<file path="src/rtl/pts_pkg.sv">
`timescale 1ns / 1ps
// ----------------------------------------------------------------------------
// pts_pkg: shared types and constants for the periodic task scheduler
// Table size, operation and status codes, sequencer states and the
// command bundle that the sequencer drives into the task table.
// ----------------------------------------------------------------------------
package pts_pkg;

  // Table geometry
  localparam int TASK_SLOTS = 16;
  localparam int SLOT_W     = (TASK_SLOTS > 1) ? $clog2(TASK_SLOTS) : 1;

  // Field widths
  localparam int OP_W     = 2;
  localparam int ID_W     = 4;
  localparam int CNT_W    = 16;
  localparam int STAT_W   = 3;
  localparam int DIV_W    = 8;

  localparam logic [DIV_W-1:0] DIVIDE_RESET = 8'd50;

  // Operation codes
  typedef enum logic [OP_W-1:0] {
    OP_ADD      = 2'd0,
    OP_TICK     = 2'd1,
    OP_DISPATCH = 2'd2
  } op_t;

  // Result status codes
  typedef enum logic [STAT_W-1:0] {
    STAT_ADD_OK  = 3'd0,
    STAT_ADD_REJ = 3'd1,
    STAT_TICK    = 3'd2,
    STAT_READY   = 3'd3,
    STAT_NONE    = 3'd4
  } status_t;

  // Sequencer states
  typedef enum logic [1:0] {
    ST_IDLE,
    ST_RD,
    ST_WR,
    ST_DISP
  } state_t;

  // Sequencer to table command
  typedef struct packed {
    logic              add;
    logic              step;
    logic [SLOT_W-1:0] addr;
    logic [CNT_W-1:0]  delay;
    logic [CNT_W-1:0]  ivl;
  } table_cmd_t;

endpackage

</file>
<file path="src/rtl/pts_table.sv">
`timescale 1ns / 1ps
// ----------------------------------------------------------------------------
// pts_table: countdown and reload storage with the shared step unit
// Two small memories with one address port and registered read data. The
// single decrement / zero-test unit serves every entry during a table step.
// ----------------------------------------------------------------------------
module pts_table
  import pts_pkg::*;
(
  input  logic       clk,
  input  table_cmd_t cmd,
  output logic       cd_zero
);

  logic [CNT_W-1:0] cd_mem [TASK_SLOTS];
  logic [CNT_W-1:0] rl_mem [TASK_SLOTS];
  logic [CNT_W-1:0] cd_rd_r;
  logic [CNT_W-1:0] rl_rd_r;
  logic [CNT_W-1:0] cd_step;

  // Shared step unit: reload on zero, otherwise count down
  assign cd_zero = (cd_rd_r == '0);
  assign cd_step = cd_zero ? rl_rd_r : (cd_rd_r - CNT_W'(1));

  // Memory write and registered read
  always_ff @(posedge clk) begin
    if (cmd.add) begin
      cd_mem[cmd.addr] <= cmd.delay;
      rl_mem[cmd.addr] <= cmd.ivl;
    end else if (cmd.step) begin
      cd_mem[cmd.addr] <= cd_step;
    end
    cd_rd_r <= cd_mem[cmd.addr];
    rl_rd_r <= rl_mem[cmd.addr];
  end

endmodule

</file>
<file path="src/rtl/pts_seq.sv">
`timescale 1ns / 1ps
// ----------------------------------------------------------------------------
// pts_seq: scheduler sequencer
// Decodes items, runs the prescaler, walks the table for steps and
// dispatches, keeps used and ready flags, and holds the result register.
// ----------------------------------------------------------------------------
module pts_seq
  import pts_pkg::*;
(
  input  logic              clk,
  input  logic              rst_n,
  input  logic [DIV_W-1:0]  tick_divide,
  input  logic              in_valid,
  output logic              in_ready,
  input  logic [OP_W-1:0]   in_operation,
  input  logic [ID_W-1:0]   in_task_id,
  input  logic [CNT_W-1:0]  in_start_delay,
  input  logic [CNT_W-1:0]  in_interval,
  output logic              out_valid,
  input  logic              out_ready,
  output logic [STAT_W-1:0] out_status,
  output logic [ID_W-1:0]   out_ready_id,
  output logic              out_last,
  output table_cmd_t        cmd,
  input  logic              cd_zero
);

  localparam logic [SLOT_W-1:0] LAST_IDX = SLOT_W'(TASK_SLOTS - 1);

  state_t                  state_r, state_nxt;
  logic [SLOT_W-1:0]       idx_r, idx_nxt;
  logic [DIV_W-1:0]        prescale_r, prescale_nxt;
  logic [TASK_SLOTS-1:0]   used_r, used_nxt;
  logic [TASK_SLOTS-1:0]   ready_r, ready_nxt;
  logic                    out_valid_r, out_valid_nxt;
  logic [STAT_W-1:0]       out_status_r, out_status_nxt;
  logic [ID_W-1:0]         out_ready_id_r, out_ready_id_nxt;
  logic                    out_last_r, out_last_nxt;

  logic [TASK_SLOTS-1:0]   pend;
  logic [TASK_SLOTS-1:0]   below_mask;
  logic                    any_below;
  logic                    out_free;
  logic                    id_ok;
  logic [DIV_W-1:0]        pre_inc;
  logic [SLOT_W-1:0]       in_slot;

  assign pend       = used_r & ready_r;
  assign below_mask = (TASK_SLOTS'(1) << idx_r) - TASK_SLOTS'(1);
  assign any_below  = |(pend & below_mask);
  assign out_free   = !out_valid_r || out_ready;
  assign id_ok      = (32'(in_task_id) < 32'(TASK_SLOTS));
  assign pre_inc    = prescale_r + DIV_W'(1);
  assign in_slot    = SLOT_W'(in_task_id);

  assign in_ready     = (state_r == ST_IDLE) && !out_valid_r;
  assign out_valid    = out_valid_r;
  assign out_status   = out_status_r;
  assign out_ready_id = out_ready_id_r;
  assign out_last     = out_last_r;

  // Next state, flags, table command and result register load
  always_comb begin
    state_nxt        = state_r;
    idx_nxt          = idx_r;
    prescale_nxt     = prescale_r;
    used_nxt         = used_r;
    ready_nxt        = ready_r;
    out_valid_nxt    = out_valid_r && !out_ready;
    out_status_nxt   = out_status_r;
    out_ready_id_nxt = out_ready_id_r;
    out_last_nxt     = out_last_r;
    cmd              = '0;
    cmd.addr         = idx_r;
    cmd.delay        = in_start_delay;
    cmd.ivl          = in_interval;

    unique case (state_r)
      ST_IDLE: begin
        if (in_valid && in_ready) begin
          out_ready_id_nxt = '0;
          out_last_nxt     = 1'b1;
          unique case (in_operation)
            OP_ADD: begin
              out_valid_nxt = 1'b1;
              if (id_ok) begin
                cmd.add             = 1'b1;
                cmd.addr            = in_slot;
                used_nxt[in_slot]   = 1'b1;
                ready_nxt[in_slot]  = 1'b0;
                out_status_nxt      = STAT_ADD_OK;
              end else begin
                out_status_nxt      = STAT_ADD_REJ;
              end
            end
            OP_TICK: begin
              if (pre_inc >= tick_divide) begin
                prescale_nxt = '0;
                idx_nxt      = LAST_IDX;
                state_nxt    = ST_RD;
              end else begin
                prescale_nxt   = pre_inc;
                out_valid_nxt  = 1'b1;
                out_status_nxt = STAT_TICK;
              end
            end
            OP_DISPATCH: begin
              if (pend == '0) begin
                out_valid_nxt  = 1'b1;
                out_status_nxt = STAT_NONE;
              end else begin
                idx_nxt   = LAST_IDX;
                state_nxt = ST_DISP;
              end
            end
            default: ;
          endcase
        end
      end

      // Read phase: table registers countdown and reload of idx_r
      ST_RD: begin
        state_nxt = ST_WR;
      end

      // Write phase: step a used entry through the shared unit
      ST_WR: begin
        cmd.step = used_r[idx_r];
        if (used_r[idx_r] && cd_zero) begin
          ready_nxt[idx_r] = 1'b1;
        end
        if (idx_r == '0) begin
          out_valid_nxt    = 1'b1;
          out_status_nxt   = STAT_TICK;
          out_ready_id_nxt = '0;
          out_last_nxt     = 1'b1;
          state_nxt        = ST_IDLE;
        end else begin
          idx_nxt   = idx_r - SLOT_W'(1);
          state_nxt = ST_RD;
        end
      end

      // Dispatch walk, highest index first
      ST_DISP: begin
        if (pend[idx_r]) begin
          if (out_free) begin
            out_valid_nxt    = 1'b1;
            out_status_nxt   = STAT_READY;
            out_ready_id_nxt = ID_W'(idx_r);
            out_last_nxt     = !any_below;
            ready_nxt[idx_r] = 1'b0;
            if (any_below) begin
              idx_nxt = idx_r - SLOT_W'(1);
            end else begin
              state_nxt = ST_IDLE;
            end
          end
        end else begin
          idx_nxt = idx_r - SLOT_W'(1);
        end
      end

      default: state_nxt = ST_IDLE;
    endcase
  end

  // Control registers
  always_ff @(posedge clk) begin
    if (!rst_n) begin
      state_r     <= ST_IDLE;
      idx_r       <= '0;
      prescale_r  <= '0;
      used_r      <= '0;
      ready_r     <= '0;
      out_valid_r <= 1'b0;
    end else begin
      state_r     <= state_nxt;
      idx_r       <= idx_nxt;
      prescale_r  <= prescale_nxt;
      used_r      <= used_nxt;
      ready_r     <= ready_nxt;
      out_valid_r <= out_valid_nxt;
    end
  end

  // Result payload
  always_ff @(posedge clk) begin
    out_status_r   <= out_status_nxt;
    out_ready_id_r <= out_ready_id_nxt;
    out_last_r     <= out_last_nxt;
  end

endmodule

</file>
<file path="src/rtl/periodic_task_scheduler.sv">
`timescale 1ns / 1ps
// ----------------------------------------------------------------------------
// periodic_task_scheduler: time-triggered table of periodic tasks
// Prescaled base ticks step a table of countdowns; dispatch reports the
// ready task ids from the highest index down.
//
//   channel | ports                                             | handshake
//   --------+---------------------------------------------------+-----------
//   input   | in_operation, in_task_id, in_start_delay, in_int. | valid/ready
//   result  | out_status, out_ready_id, out_last                | valid/ready
//   config  | cfg_wr_data (tick_divide)                          | cfg_wr_en
//
// Add, a prescaler-only tick and an empty dispatch load the result register
// straight from the idle state. A tick that steps the table walks every entry
// from the highest index down through a read state and a write state on the
// single port, with one shared decrement unit. Dispatch walks the entries
// from the top down to the lowest ready entry; a held result stalls the walk.
// Reset is synchronous, active low, and clears flags and prescaler at once; no
// item is taken while a result waits in the output register.
// ----------------------------------------------------------------------------
module periodic_task_scheduler
  import pts_pkg::*;
(
  input  logic              clk,
  input  logic              rst_n,
  input  logic              cfg_wr_en,
  input  logic [DIV_W-1:0]  cfg_wr_data,
  input  logic              in_valid,
  output logic              in_ready,
  input  logic [OP_W-1:0]   in_operation,
  input  logic [ID_W-1:0]   in_task_id,
  input  logic [CNT_W-1:0]  in_start_delay,
  input  logic [CNT_W-1:0]  in_interval,
  output logic              out_valid,
  input  logic              out_ready,
  output logic [STAT_W-1:0] out_status,
  output logic [ID_W-1:0]   out_ready_id,
  output logic              out_last
);

  logic [DIV_W-1:0] tick_divide_r;
  table_cmd_t       cmd;
  logic             cd_zero;

  // Prescaler divide register
  always_ff @(posedge clk) begin
    if (!rst_n) begin
      tick_divide_r <= DIVIDE_RESET;
    end else if (cfg_wr_en) begin
      tick_divide_r <= cfg_wr_data;
    end
  end

  pts_seq u_seq (
    .clk            (clk),
    .rst_n          (rst_n),
    .tick_divide    (tick_divide_r),
    .in_valid       (in_valid),
    .in_ready       (in_ready),
    .in_operation   (in_operation),
    .in_task_id     (in_task_id),
    .in_start_delay (in_start_delay),
    .in_interval    (in_interval),
    .out_valid      (out_valid),
    .out_ready      (out_ready),
    .out_status     (out_status),
    .out_ready_id   (out_ready_id),
    .out_last       (out_last),
    .cmd            (cmd),
    .cd_zero        (cd_zero)
  );

  pts_table u_table (
    .clk     (clk),
    .cmd     (cmd),
    .cd_zero (cd_zero)
  );

endmodule
</file>
<file path="config.mk">
export PLATFORM = sky130hd
export DESIGN_NAME = periodic_task_scheduler
export DESIGN_NICKNAME = d
export VERILOG_FILES = /design/src/rtl/pts_pkg.sv /design/src/rtl/pts_table.sv /design/src/rtl/pts_seq.sv /design/src/rtl/periodic_task_scheduler.sv
export SDC_FILE = /design/constraint.sdc
export NUM_CORES = 1
export LEC_CHECK = 0
export BUFFER_PORTS_ARGS = -buffer_cell sky130_fd_sc_hd__buf_2
export CORE_MARGIN = 3
export CORE_UTILIZATION = 46
export DETAILED_ROUTE_END_ITERATION = 10
export PLACE_DENSITY = 0.69
export RECOVER_POWER = 100
export SYNTH_ARGS = -nofsm -noshare
export SYNTH_HDL_FRONTEND = slang
export SYNTH_SLANG_ARGS = --single-unit
</file>
<file path="constraint.sdc">
create_clock -name clk -period 4.2 [get_ports clk]
set_input_delay 0.21 -clock clk [delete_from_list [all_inputs] [get_ports clk]]
set_output_delay 0.21 -clock clk [all_outputs]
set_load 0.005 [all_outputs]
</file>
==> impl_metrics.ini <==
[synthesis]
synthFlopType = edfxtp_1
synth-seq-cells = 607
synthTopCellsByArea = edfxtp_1 (63%), mux4_2 (12%), dfxtp_1 (7.0%), mux2i_1 (4.5%), nand2_1 (1.7%)
synth_nets = 1525
yosysUniqueCellTypes = 72
synth_top_cell_by_area = edfxtp_1
synth_fa_ha_area_share_pct = 1.10
syn_inst = 1452
yosys_warnings = 0
synthMuxAreaShare_pct = 17.0
synth_area_um2 = 25000
synth_top_cells_by_count = edfxtp_1 (520), mux4_2 (137), mux2i_1 (112), nand2_1 (110), dfxtp_1 (87)
synthSimpleGateAreaFrac_pct = 5.32
synth_top_family_by_area = multiplexers
async_reset_ff_share_pct = 0
synth.top_cell.area_share_pct = 62.6
synth_edf_count = 520
synth_xor_xnor_area_share_pct = 0.807
yosys.cell_count.top_type = edfxtp_1
synth_compound_area_share_pct = 4.45
postSynthAreaPerCell_um2 = 17.2
yosysSeqAreaShare_pct = 69.5

[power]
comb_power_share_pct = 24.5
p_int_mw = 11.9
peakVddDrop_uv = 466
p_switching_mw = 4.70
p_per_area_nw_per_um2 = 584
clkPwrFrac_pct = 32.1
p_leak_nw = 9.81
sw_frac_of_total_pct = 28.3
pwr-share-seq_pct = 43.4

[finish]
syn_to_final_growth_pct = 14.0
fin_util_pct = 53.6
regArea_um2 = 17400
final_layout_size_suffix_gt1_share_pct = 21.3
nFillCells = 4196
multi_input_area_um2 = 7220
final_nets = 1664

[global_route]
grt_max_degree = 67
grt_overflow_total = 0
grt_pass1_vias = 13900
grt_usage_pct = 20.1
grt_pass1_wl_mm = 86.2
antenna_found_initial = 6

[sta]
finalSetupViolCount = 0
tightest_slew_ns = 2.36
hold_viol = 0
fmaxAchievable_mhz = 269
finalSetupTns_ns = 0
finalCritPeriodShare_pct = 88.4
finalClockSkew_ns = 0.0117
setup_slack_ns = 0.486
min_period_ns = 3.71
rsz0062_at_grt = false
slew_violations = 58
relSlewSlack_pct = -57.1

[setup_path]
cpMaxStageDelayCell = clkbuf_2
worst-setup-path-type = register to register
critPathRequiredTime_ns = 4.41
cp_top_family = simple AND/OR/NAND/NOR gates
path_cells = nor3_4, and2_4, mux2i_1, clkbuf_2, nand2b_1, nor2_2, clkbuf_2
r2r_slack_ns = 0.49
worst_path_most_repeated_cell = clkbuf_2
timing.rr.start = u_seq.state_r[1]
start_kind = register
crit_buf_inv = 2
path_max_fanout = 17
end_kind = register
reg2reg_depth = 7
arrival_ns = 3.92
critPathMaxStageDelay_ns = 0.70
r2r_end = u_table.cd_mem[5][10]

[worst_hold_path]
min_to = tick_divide_r[3]
min_path_type = input port to register
hp-start = cfg_wr_en
holdPathStages = 3

[run]
drv_cap = 1

[detailed_routing]
viasPerCell = 5.83
dr.pass1.iters = 5
antenna_left = 0
post_drt_wl_per_cell_um = 24.3
remaining_drc_errors = 0
drt-total-wl_mm = 56.6
drt_iter0_markers = 1408
dr_total_vias = 13600

[die]
fp.coreArea_um2 = 53100
initial_utilization_pct = 47.0
die_height_um = 239
ioPinCount = 61
dieArea_um2 = 57100
die_w_um = 239
placementRows = 84

[status]
outcome = finished, violations left
violations = max-capacitance violations, max-slew violations

[clocking]
clk_latency_ns = 0.60
hold_buffers = 30
cts_resized = 0
clkSinkCount = 607
clock-root-buffer = clkbuf_16
numCtsBuffers = 59
cts_tree = done
h-tree-depth = 2
post_cts_buffers = 0
path_clk_slew_ns = 0.06
clockBufferDepth = 3

[place]
place.gp.congestion = 0.895
hpwl_mm = 33.5
io_buffers = 60
post-place-ws_ns = 0.881
[through the flow]
stage	hold WS (ns)	total power, mW	cells	area [um2]
after floorplan	0.309	10.3	1452	25000
after global placement	0.425	11.4	2188	26400
after detailed placement	0.439	11.4	2188	26400
after CTS	0.0205	16.8	2329	28700
after global routing	0.0737	17.3	2330	28500
final	0.0672	16.6	2330	28500
[power by group through the flow]
stage	clock [mW]	combinational, mW	sequential, mW
2_1_floorplan	0	3.12	7.13
3_3_place_gp	0	4.06	7.31
3_5_place_dp	0	4.09	7.32
4_1_cts	5.45	4.14	7.20
5_1_grt	5.68	4.42	7.23
6_report	5.34	4.06	7.21
[worst register-to-register path, stage by stage (launching register included)]
cell and delay (ns):
dfxtp_1 0.49, nor3_4 0.42, and2_4 0.33, mux2i_1 0.38, clkbuf_2 0.70, nand2b_1 0.52, nor2_2 0.05, clkbuf_2 0.43
[logic make-up after synthesis]
family / count (synthesis)
xor gates and xnor gates: 23
AOI/OAI and AO/OA: 174
and+or+nand+nor: 281
adders and majority gates: 22
buffers and inverters: 94
muxes: 251
DFF: 607
[metal layers]
layer  global-route usage (%)  up-vias  part of all wire, %
li1                         -     6020                    -
met1                     28.3     6981                   42
met2                     32.9      484                   48
met3                     3.60       95                  7.1
met4                     5.09        4                  2.3
met5                        0        -                0.044
[registers in the layout (all words and copies together) (netlist names)]
| signal | count |
|---|---|
| u_seq.out_status | 3 |
| u_seq.used_r | 16 |
| u_table.rl_mem | 256 |
| u_seq.state_r | 2 |
| u_table.rl_rd_r | 16 |
| u_table.cd_rd_r | 16 |
| u_seq.idx_r | 4 |
| u_seq.out_valid | 1 |
| u_seq.prescale_r | 8 |
| u_seq.out_ready_id | 4 |
| tick_divide_r | 8 |
| u_table.cd_mem | 256 |
| u_seq.out_last | 1 |
| u_seq.ready_r | 16 |
[worst max-delay path by stage]
| stage | start | end | cells past startpoint |
|---|---|---|---|
| global placement | u_seq.idx_r[0] | u_seq.idx_r[3] | 11 |
| floorplan | u_seq.idx_r[0] | u_seq.idx_r[3] | 13 |
| global route | u_seq.state_r[1] | u_table.cd_mem[15][1] | 6 |
| detailed placement | u_seq.idx_r[0] | u_seq.idx_r[0] | 11 |
| finish | u_seq.state_r[1] | u_table.cd_mem[5][10] | 7 |
| CTS | u_seq.idx_r[0] | u_seq.idx_r[0] | 11 |
[cell usage in the layout, fill, tap and decap left out, drive strengths merged, types with 4 or more instances in the layout]
master / n
edfxtp: 520
clkbuf: 142
mux4: 137
mux2i: 112
nand2: 110
dfxtp: 87
nor2: 71
o21ai: 62
buf: 61
dlygate4sd3: 30
nor2b: 26
a21oi: 22
ha: 22
inv: 21
o22ai: 16
clkinv: 16
nand3: 15
xor2: 14
nor3: 13
a21o: 12
nand2b: 10
xnor2: 9
o21a: 9
bufinv: 7
and2: 7
a211oi: 6
a21boi: 6
a31oi: 6
o211ai: 6
clkinvlp: 6
and3: 4
a22oi: 4
nand4: 4
o31ai: 4
or2: 4
a31o: 4
[area by class of cell]
cell class / count / area share (%)
Sequential cell: 607 / 61.0
Multi-Input combinational cell: 751 / 25.4
Clock inverter: 30 / 1.24
Inverter: 20 / 0.264
Tap cell: 688 / 3.02
Clock buffer: 81 / 5.69
Antenna cell: 1 / 0.00879
Timing Repair Buffer: 152 / 3.40
(Power assumes the default switching activity.)
